File: src/hdl/rsb_pkg.sv
// Package for the resequencing buffer: sizes, status and function codes, item types.
// No dependencies.
package rsb_pkg;
	localparam int DEPTH = 16;
	localparam int IDX_BITS = $clog2(DEPTH);
	localparam int KEY_BITS = 32;
	localparam int FRAME_BITS = 64;
	localparam int TIME_BITS = 32;
	localparam logic [31:0] TIMEOUT_RESET = 32'd1000;

	localparam logic [1:0] FUNC_INSERT = 2'd0;
	localparam logic [1:0] FUNC_TICK = 2'd1;
	localparam logic [1:0] FUNC_FETCH = 2'd2;
	localparam logic [1:0] FUNC_UNUSED = 2'd3;

	localparam logic [2:0] ST_INSERTED = 3'd0;
	localparam logic [2:0] ST_TOO_OLD = 3'd1;
	localparam logic [2:0] ST_DUPLICATE = 3'd2;
	localparam logic [2:0] ST_FULL = 3'd3;
	localparam logic [2:0] ST_FRAME_OUT = 3'd4;
	localparam logic [2:0] ST_NOT_READY = 3'd5;
	localparam logic [2:0] ST_TICK_DONE = 3'd6;

	typedef struct packed {
		logic [1:0] func;
		logic [31:0] in_key;
		logic [63:0] in_frame;
	} in_item_t;

	typedef struct packed {
		logic [2:0] status;
		logic [31:0] out_key;
		logic [63:0] out_frame;
		logic out_forced;
	} out_item_t;

	typedef struct packed {
		logic [KEY_BITS-1:0] key;
		logic [FRAME_BITS-1:0] frame;
		logic [TIME_BITS-1:0] stamp;
	} entry_t;
endpackage

File: src/hdl/resequencing_buffer_with_timeout.sv
// Top level of the resequencing buffer: entry memory, scan sequencer, output register.
// Depends on rsb_pkg.
//
// channel | direction | handshake         | payload
// in      | in        | in_valid/in_ready | rsb_pkg::in_item_t
// out     | out       | out_valid/out_ready | rsb_pkg::out_item_t
// cfg     | in        | cfg_we            | cfg_data
//
// Tick passes through S_OUT. Insert and fetch scan the entry table, one memory read a cycle;
// a fetch that releases an entry adds a read of that entry in S_REL.
// Reset clears valid bits, time, expected key; memory contents need no clearing.
// A new item is taken once the previous result has left the output register.
module resequencing_buffer_with_timeout (
	input logic clk,
	input logic arst_n,
	input logic in_valid,
	output logic in_ready,
	input rsb_pkg::in_item_t in_item,
	output logic out_valid,
	input logic out_ready,
	output rsb_pkg::out_item_t out_item,
	input logic cfg_we,
	input logic [31:0] cfg_data
);
	localparam logic [2:0] S_IDLE = 3'd0;
	localparam logic [2:0] S_SCAN = 3'd1;
	localparam logic [2:0] S_LAST = 3'd2;
	localparam logic [2:0] S_DECIDE = 3'd3;
	localparam logic [2:0] S_REL = 3'd4;
	localparam logic [2:0] S_OUT = 3'd5;

	rsb_pkg::entry_t mem [rsb_pkg::DEPTH];
	rsb_pkg::entry_t rd_q;
	logic [rsb_pkg::DEPTH-1:0] valid_q;
	logic [31:0] timeout_q;
	logic [rsb_pkg::TIME_BITS-1:0] now_q;
	logic [rsb_pkg::KEY_BITS-1:0] exp_q;
	logic known_q;
	logic [2:0] state_q;
	rsb_pkg::in_item_t cur_q;
	logic [rsb_pkg::IDX_BITS:0] addr_q;
	logic [rsb_pkg::IDX_BITS-1:0] rdi_q;
	logic dup_q;
	logic free_found_q;
	logic [rsb_pkg::IDX_BITS-1:0] free_q;
	logic best_found_q;
	logic [rsb_pkg::IDX_BITS-1:0] best_q;
	logic [rsb_pkg::KEY_BITS-1:0] best_key_q;
	logic [rsb_pkg::TIME_BITS-1:0] oldest_q;
	logic forced_q;
	rsb_pkg::out_item_t res_q;
	logic res_valid_q;

	logic we;
	logic [rsb_pkg::IDX_BITS-1:0] wa;
	logic [rsb_pkg::IDX_BITS-1:0] ra;
	logic [rsb_pkg::TIME_BITS-1:0] age;
	logic rv;

	assign in_ready = (state_q == S_IDLE) && !res_valid_q;
	assign out_valid = res_valid_q;
	assign out_item = res_q;
	assign rv = valid_q[rdi_q];
	assign age = now_q - rd_q.stamp;
	assign we = (state_q == S_DECIDE) && (cur_q.func == rsb_pkg::FUNC_INSERT) &&
		!(known_q && cur_q.in_key < exp_q) && !dup_q && free_found_q;
	assign wa = free_q;
	assign ra = (state_q == S_DECIDE) ? best_q :
		(state_q == S_IDLE) ? '0 : addr_q[rsb_pkg::IDX_BITS-1:0];

	always_ff @(posedge clk) begin
		if (we) begin
			mem[wa] <= '{key: cur_q.in_key, frame: cur_q.in_frame, stamp: now_q};
		end
		rd_q <= mem[ra];
	end

	always_ff @(posedge clk or negedge arst_n) begin
		if (!arst_n) begin
			valid_q <= '0;
			timeout_q <= rsb_pkg::TIMEOUT_RESET;
			now_q <= '0;
			exp_q <= '0;
			known_q <= 1'b0;
			state_q <= S_IDLE;
			res_valid_q <= 1'b0;
			cur_q <= '0;
			addr_q <= '0;
			rdi_q <= '0;
			dup_q <= 1'b0;
			free_found_q <= 1'b0;
			free_q <= '0;
			best_found_q <= 1'b0;
			best_q <= '0;
			best_key_q <= '0;
			oldest_q <= '0;
			forced_q <= 1'b0;
			res_q <= '0;
		end else begin
			if (cfg_we) begin
				timeout_q <= cfg_data;
			end
			if (res_valid_q && out_ready) begin
				res_valid_q <= 1'b0;
			end
			case (state_q)
				S_IDLE: begin
					if (in_valid && in_ready) begin
						cur_q <= in_item;
						addr_q <= '0;
						dup_q <= 1'b0;
						free_found_q <= 1'b0;
						best_found_q <= 1'b0;
						oldest_q <= '0;
						case (in_item.func)
							rsb_pkg::FUNC_TICK: begin
								now_q <= now_q + 1'b1;
								state_q <= S_OUT;
							end
							rsb_pkg::FUNC_INSERT, rsb_pkg::FUNC_FETCH: begin
								addr_q <= (rsb_pkg::IDX_BITS+1)'(1);
								rdi_q <= '0;
								state_q <= S_SCAN;
							end
							default: state_q <= S_IDLE;
						endcase
					end
				end
				S_SCAN, S_LAST: begin
					if (rv) begin
						if (rd_q.key == cur_q.in_key) dup_q <= 1'b1;
						if (!best_found_q || rd_q.key < best_key_q) begin
							best_found_q <= 1'b1;
							best_q <= rdi_q;
							best_key_q <= rd_q.key;
						end
						if (age > oldest_q) oldest_q <= age;
					end else if (!free_found_q) begin
						free_found_q <= 1'b1;
						free_q <= rdi_q;
					end
					rdi_q <= addr_q[rsb_pkg::IDX_BITS-1:0];
					addr_q <= addr_q + 1'b1;
					if (state_q == S_LAST) begin
						state_q <= S_DECIDE;
					end else if (addr_q == (rsb_pkg::IDX_BITS+1)'(rsb_pkg::DEPTH - 1)) begin
						state_q <= S_LAST;
					end
				end
				S_DECIDE: begin
					if (cur_q.func == rsb_pkg::FUNC_INSERT) begin
						if (known_q && cur_q.in_key < exp_q) res_q.status <= rsb_pkg::ST_TOO_OLD;
						else if (dup_q) res_q.status <= rsb_pkg::ST_DUPLICATE;
						else if (!free_found_q) res_q.status <= rsb_pkg::ST_FULL;
						else begin
							res_q.status <= rsb_pkg::ST_INSERTED;
							valid_q[wa] <= 1'b1;
						end
						res_q.out_key <= '0;
						res_q.out_frame <= '0;
						res_q.out_forced <= 1'b0;
						res_valid_q <= 1'b1;
						state_q <= S_IDLE;
					end else if (best_found_q && ((known_q && best_key_q == exp_q) ||
						oldest_q >= timeout_q)) begin
						forced_q <= !(known_q && best_key_q == exp_q);
						state_q <= S_REL;
					end else begin
						res_q <= '{status: rsb_pkg::ST_NOT_READY, out_key: '0,
							out_frame: '0, out_forced: 1'b0};
						res_valid_q <= 1'b1;
						state_q <= S_IDLE;
					end
				end
				S_REL: begin
					res_q <= '{status: rsb_pkg::ST_FRAME_OUT, out_key: rd_q.key,
						out_frame: rd_q.frame, out_forced: forced_q};
					res_valid_q <= 1'b1;
					valid_q[best_q] <= 1'b0;
					exp_q <= rd_q.key + 1'b1;
					known_q <= 1'b1;
					state_q <= S_IDLE;
				end
				S_OUT: begin
					res_q <= '{status: rsb_pkg::ST_TICK_DONE, out_key: '0,
						out_frame: '0, out_forced: 1'b0};
					res_valid_q <= 1'b1;
					state_q <= S_IDLE;
				end
				default: state_q <= S_IDLE;
			endcase
		end
	end
endmodule

File: config.mk
export PLATFORM = sky130hd
export DESIGN_NAME = resequencing_buffer_with_timeout
export DESIGN_NICKNAME = d
export VERILOG_FILES = /design/src/hdl/rsb_pkg.sv /design/src/hdl/resequencing_buffer_with_timeout.sv
export SDC_FILE = /design/constraint.sdc
export NUM_CORES = 2
export LEC_CHECK = 0
export CORE_ASPECT_RATIO = 0.9
export CORE_MARGIN = 3
export CORE_UTILIZATION = 60
export CTS_BUF_LIST = sky130_fd_sc_hd__clkbuf_8
export CTS_CLUSTER_DIAMETER = 120
export CTS_CLUSTER_SIZE = 28
export DETAILED_ROUTE_END_ITERATION = 6
export DONT_BUFFER_PORTS = 1
export GPL_TIMING_DRIVEN = 0
export PLACE_DENSITY = 0.8
export SETUP_SLACK_MARGIN = 0.05
export SYNTH_ARGS = -nofsm -noshare
export SYNTH_HDL_FRONTEND = slang
export SYNTH_SLANG_ARGS = --single-unit
File: constraint.sdc
create_clock -name clk -period 16.9 [get_ports clk]
set_input_delay 1.69 -clock clk [delete_from_list [all_inputs] [get_ports clk]]
set_output_delay 1.69 -clock clk [all_outputs]
set_load 0.02 [all_outputs]
# Word level (Yosys, flattened, before mapping)

Memories as Yosys holds them, arrays and structs flattened. A register that Yosys moved wholly into a read port is not among the register bits.
Cells that the tools add are included.

Latch bits: 0
Register bits after elaboration: 400
Output and inout port bits: 102
Word-level logic and storage cells: 160
Memories kept: 1
Bits of input ports: 135
ROM bits: 0
Memory bits (writable): 2048

Memories:

| name | depth | width | rd ports | clocked after Yosys merged registers in | write ports | RTL line                               | source |
|---|---|---|---|---|---|---|---|
| mem  | 16    | 128   | 1        | 1                                       | 1           | resequencing_buffer_with_timeout.sv:32 | `rsb_pkg::entry_t mem [rsb_pkg::DEPTH];` |

Bitwise gates (word level): 6
Multiply operators: 0
Equal/unequal tests: 23
$lt $le $gt $ge: 9
Muxes and demuxes: 51
Add/sub/neg operators: 4
Shift operators: 0
Reductions and logical operators: 42
Divide/modulo/power cells: 0

Operators by type and width:

| kind                  | number |
|---|---|
| $pmux 100 s3          | 1 |
| $mux 100              | 2 |
| $mux 32               | 3 |
| $add 32x1->32 const B | 2 |
| $eq 32x32->1          | 2 |
| $lt 32x32->1          | 2 |
| $mux 16               | 4 |
| $pmux 32 s2           | 1 |
| $ge 32x32->1          | 1 |
| $gt 32x32->1          | 1 |
| $pmux 16 s2           | 1 |
| $sub 32x32->32        | 1 |
| $reduce_and 3->1      | 6 |
| $and 16x16->16        | 1 |
| $mux 4                | 4 |
| $ne 2x2->1 const B    | 8 |
| $not 16->16           | 1 |
| $or 16x16->16         | 1 |
| $lt 4x5->1 const B    | 3 |
| $mux 1                | 15 |
| $mux 3                | 5 |
| $logic_and 1x1->1     | 12 |
| $reduce_and 4->1      | 3 |
| $pmux 5 s2            | 1 |
| other kinds (28)      | 54 |

# Depth between registers and ports, before layout

Word-level depth: 10
Depth in mapped cells: 23
Mapped depth without buffers: 21

# Least setup slack after synthesis

No wires, ideal clock.

Kind: reg2reg
From: register cur_q[67] (netlist name)
To: memory mem[13][0] (netlist name) (enable)
Path slack: 4822 ps
Arrival: 11277 ps
Library setup time: 801 ps
Cell stages (with the launch flop): 9
Data required time: 16099 ps
Path buffers: 0
Period minus slack after synthesis: 12078 ps
Cell sequence: dfrtp_1 ha_1 o21a_1 nor2_1 o31ai_1 o2111a_1 o21ai_0 a2111o_1 nor3b_1

Cells in the longest elaborated chain, start to end: 8

Ends and longest elaborated chain:

| element                        | RTL line                                | source |
|---|---|---|
| start: declaration             | resequencing_buffer_with_timeout.sv:40  | `rsb_pkg::in_item_t cur_q;` |
| start signal: assignment       | resequencing_buffer_with_timeout.sv:109 | `cur_q <= in_item;` |
| $lt 32x32->1                   | resequencing_buffer_with_timeout.sv:66  | `!(known_q && cur_q.in_key < exp_q) && !dup_q && free_found_q;` |
| $logic_and 1x1->1              | resequencing_buffer_with_timeout.sv:66  |  |
| $logic_not 1->1                | resequencing_buffer_with_timeout.sv:66  |  |
| $logic_and 1x1->1              | resequencing_buffer_with_timeout.sv:65  | `assign we = (state_q == S_DECIDE) && (cur_q.func == rsb_pkg::FUNC_INSERT) &&` |
| $logic_and 1x1->1 (2 in a row) | resequencing_buffer_with_timeout.sv:66  |  |
| $mux 1                         | resequencing_buffer_with_timeout.sv:72  | `if (we) begin` |
| $mux 1 (not written as such)   | resequencing_buffer_with_timeout.sv:73  | `mem[wa] <= '{key: cur_q.in_key, frame: cur_q.in_frame, stamp: now_q};` |
| end: declaration               | resequencing_buffer_with_timeout.sv:32  |  |

No other way between the ends.

# Worst setup path after layout

From: register now_q[0] (netlist name)
To: register oldest_q[31] (netlist name)

Cells in the longest elaborated chain, start to end: 4
Elaborated cells on any way between the ends: 7
Those cells by class: add/sub (1); order compare (1); eq/ne (1); mux (3); reduce/logical (1)

Ends and longest elaborated chain:

| element                                                   | RTL line                                | source |
|---|---|---|
| start: declaration                                        | resequencing_buffer_with_timeout.sv:36  | `logic [rsb_pkg::TIME_BITS-1:0] now_q;` |
| start signal: assignment                                  | resequencing_buffer_with_timeout.sv:117 | `now_q <= now_q + 1'b1;` |
| $sub 32x32->32 *                                          | resequencing_buffer_with_timeout.sv:64  | `assign age = now_q - rd_q.stamp;` |
| $gt 32x32->1 or $mux 32 (tied branches)                   | resequencing_buffer_with_timeout.sv:137 | `if (age > oldest_q) oldest_q <= age;` |
| $ne 2x2->1 (no line) or $mux 32 (tied branches)           | --                                      |  |
| $reduce_and 4->1 (no line) or $pmux 32 s2 (tied branches) | --                                      |  |
| end signal: assignment                                    | resequencing_buffer_with_timeout.sv:137 |  |
| end: declaration                                          | resequencing_buffer_with_timeout.sv:49  | `logic [rsb_pkg::TIME_BITS-1:0] oldest_q;` |

Mark *: on every way between the ends. The rest lies on a longest branch, timed or not. The select of a mux whose other input is x is not followed.
A chain may end at the register's enable or synchronous reset.

==> results.sh <==
export IMPL_status="finished, final reports clean"
export IMPL_ant_nets=0
export IMPL_start_kind="flip-flop"
export IMPL_max_freq_mhz=167
export IMPL_worst_pin_slew_ns=1.48
export IMPL_worst_path_max_delay_cell="o31ai_2"
export IMPL_final_common_cell="edfxtp_1"
export IMPL_cts_setup_buffers=0
export IMPL_layoutNonFillerInstCount=8373
export IMPL_cts_num_sinks=2576
export IMPL_grt_setup_unrepaired="false"
export IMPL_grt_first_pass_wirelength_mm=364
export IMPL_cts_root_buf="clkbuf_8"
export IMPL_async_flop_share_pct=15.5
export IMPL_port_buffers=0
export IMPL_syn_area_sq_um=102000
export IMPL_finalCritPeriodShare_pct=35.3
export IMPL_die_area_sq_um=175000
export IMPL_cts_resized=0
export IMPL_die_h_um=397
export IMPL_hold_viol=0
export IMPL_required_ns=17.72
export IMPL_clk_pin_slew_ns=0.16
export IMPL_gp_congestion=0.869
export IMPL_antenna_found_initial=33
export IMPL_ys_ff_latch=2576
export IMPL_yosysSeqAreaShare_pct=72.8
export IMPL_vias=54600
export IMPL_wirelength_mm=246
export IMPL_core_area_sq_um=168000
export IMPL_synthToLayoutAreaGrowth_pct=6.88
export IMPL_cts_tree="built"
export IMPL_clockBufferDepth=3
export IMPL_critical_path_top_delay_family="compound AO/OA/AOI/OAI gates"
export IMPL_dp_cells=8157
export IMPL_synth_distinct_cells=85
export IMPL_multiInputGateArea_sq_um=25700
export IMPL_hold_buffers=0
export IMPL_drc=0
export IMPL_drive_above_1_share_pct=15.5
export IMPL_synth_edff_count=2048
export IMPL_path_cells="inv_1 -> ha_1 -> inv_1 -> fa_1 -> a21o_1 -> a221oi_2 -> a21oi_1 -> a22o_1 -> a211oi_2 -> o31ai_1 -> xnor2_1 -> ha_1 -> and4_1 -> a221o_1 -> o31ai_2 -> buf_2 -> nor2_1 -> o21ai_0 -> o311ai_1"
export IMPL_setup_viol=0
export IMPL_seq_area_sq_um=74100
export IMPL_num_rows=142
export IMPL_p_leak_nw=38.0
export IMPL_netlist_instances=5799
export IMPL_grt_overflow_total=0
export IMPL_max_stage_delay_ns=0.72
export IMPL_die_w_um=440
export IMPL_holdWs_ns=0.453
export IMPL_dpl_hpwl_mm=171
export IMPL_routed_via_density=6.52
export IMPL_synthFlopType="edfxtp_1"
export IMPL_initial_core_util_pct=60.8
export IMPL_nFillCells=10800
export IMPL_ios=237
export IMPL_relSlewSlack_pct=1.15
export IMPL_avgSynthCellArea_sq_um=17.6
export IMPL_place_area_sq_um=107000
export IMPL_ctsHtreeMaxLevel=3
export IMPL_fin_area_sq_um=109000
export IMPL_most_common_layout_cells="2,048 x edfxtp_1, 730 x nand2_1, 509 x mux4_2"
export IMPL_crit_arrival_ns=6.79
export IMPL_drv_slew=0
export IMPL_drt_pass1_iter_count=6
export IMPL_cts_inserted_buffers=102
export IMPL_grt_max_degree=401
export IMPL_ir_drop_uv=102
export IMPL_finalClockSkew_ns=0.0934
export IMPL_worstSetupEndpointType="flip-flop"
export IMPL_cp_max_fo=20
export IMPL_synth_nets=6096
export IMPL_insertion_delay_ns=0.96
export IMPL_post_drt_wl_per_cell_um=29.4
export IMPL_yosys_warnings=0
export IMPL_utilization_pct=64.9
export IMPL_timing_worst_setup_path_type="reg -> reg"
export IMPL_grt_pass1_vias=54900
export IMPL_hold_class="reg -> reg"
export IMPL_drv_cap=0
export IMPL_crit_buf_inv=3
export IMPL_drtIter0Drc=7636
export IMPL_finalCriticalPeriod_ns=5.97
export IMPL_powerDensity_nw_per_um2=148
export IMPL_track_usage_pct=28.4
export IMPL_nNetsFinal=6326
[worst register-to-register path, stage by stage (launching register included)]
cell and delay [ns]:
dfrtp_1 0.65, inv_1 0.20, ha_1 0.19, inv_1 0.06, fa_1 0.39, a21o_1 0.20, a221oi_2 0.34, a21oi_1 0.23
a22o_1 0.30, a211oi_2 0.46, o31ai_1 0.18, xnor2_1 0.28, ha_1 0.29, and4_1 0.22, a221o_1 0.42, o31ai_2 0.72
buf_2 0.45, nor2_1 0.06, o21ai_0 0.09, o311ai_1 0.12
[area by class of cell]
| class | instances | area share (%) |
|---|---|---|
| flip-flops and latches | 2576 | 68.1 |
| multi-input cells | 2728 | 23.6 |
| well taps | 2232 | 2.57 |
| repair buffers | 126 | 2.04 |
| plain buffers | 297 | 1.33 |
| clock buffers | 104 | 1.32 |
| inverters | 198 | 0.683 |
| clock inverters | 87 | 0.339 |
| diodes | 25 | 0.0575 |
[state kept, by name, summed over array words and instances (netlist names), 3 cells and up]
register,flops
best_key_q,32
timeout_q,32
oldest_q,32
valid_q,16
best_q,4
state_q,3
exp_q,32
now_q,32
mem,2048
rd_q,128
rdi_q,4
addr_q,5
free_q,4
cur_q,98
out_item,100
[per-layer routing]
layer  share of wire (%)  vias to the layer above  track usage (%)  routed length [um]
met5              0.0053                        -                0                  13
met4                 4.1                        2             10.7               10100
met3                  11                      405             5.94               27000
met2                  47                     3140             43.8              117000
met1                  38                    28100             40.8               92900
li1                    -                    22900                -                   -
[stage by stage]
step                      total power [mW]  worst slack, ns   TNS, ns
final                                 16.2            10.93         0
after global routing                  16.9            10.76         0
after CTS                             16.2            11.09         0
after detailed placement              13.9            11.08         0
after global placement                13.7            -6.27  -2185.65
after floorplan                       12.0             4.82         0
[cells in the mapped netlist, types with 25 or more instances]
cell type / count / area (sq um)
buf_2: 58 / 290
o21ai_0: 91 / 455
a21o_1: 70 / 526
edfxtp_1: 2048 / 61500
nand2_1: 730 / 2740
a22o_1: 109 / 955
a21oi_1: 69 / 345
nand4_1: 40 / 250
buf_4: 33 / 248
a31oi_1: 134 / 838
ha_1: 161 / 2010
dfrtp_1: 394 / 9860
mux4_2: 509 / 11500
mux2_2: 41 / 462
dfxtp_1: 128 / 2560
inv_1: 197 / 739
xnor2_1: 80 / 701
clkbuf_1: 180 / 676
nor2_1: 75 / 282
and3_1: 25 / 156
nand3_1: 46 / 230
a211oi_1: 138 / 1040
and2_1: 128 / 801
nor3_1: 28 / 140
xor2_1: 69 / 604
[worst paths after layout]
path                       cells after the start           end  startpoint  slack, ns
hold reg to reg                                1  out_item[51]    rd_q[82]       0.45
max in group asynchronous                      0   out_item[2]      arst_n      15.60
setup reg to reg                              19  oldest_q[31]    now_q[0]      10.93
min in group asynchronous                      0     cur_q[63]      arst_n       0.47
hold / removal                                 1  out_item[51]    rd_q[82]       0.45
setup / recovery                              19  oldest_q[31]    now_q[0]      10.93
[cell families (layout without fill, tap and decap cells)]
kind of cell	count (synthesis)	count (layout)	share of synthesized area, %
flip-flops	2576	2576	72.8
AND/OR/NAND/NOR	1146	1146	5.06
AO/OA/AOI/OAI	717	717	5.00
multiplexers	554	554	11.8
buffers and inverters	495	812	2.14
adder cells (fa/ha/maj)	162	162	2.00
XOR/XNOR	149	149	1.28
other	0	25	0
[power by group]
group / internal, mW / total (mW) / switching, mW
registers: 7.77 / 8.75 / 0.976
clock network: 0.591 / 2.35 / 1.76
logic: 2.21 / 5.06 / 2.85
total: 10.6 / 16.2 / 5.58
Power figures use the tool's default switching activity.
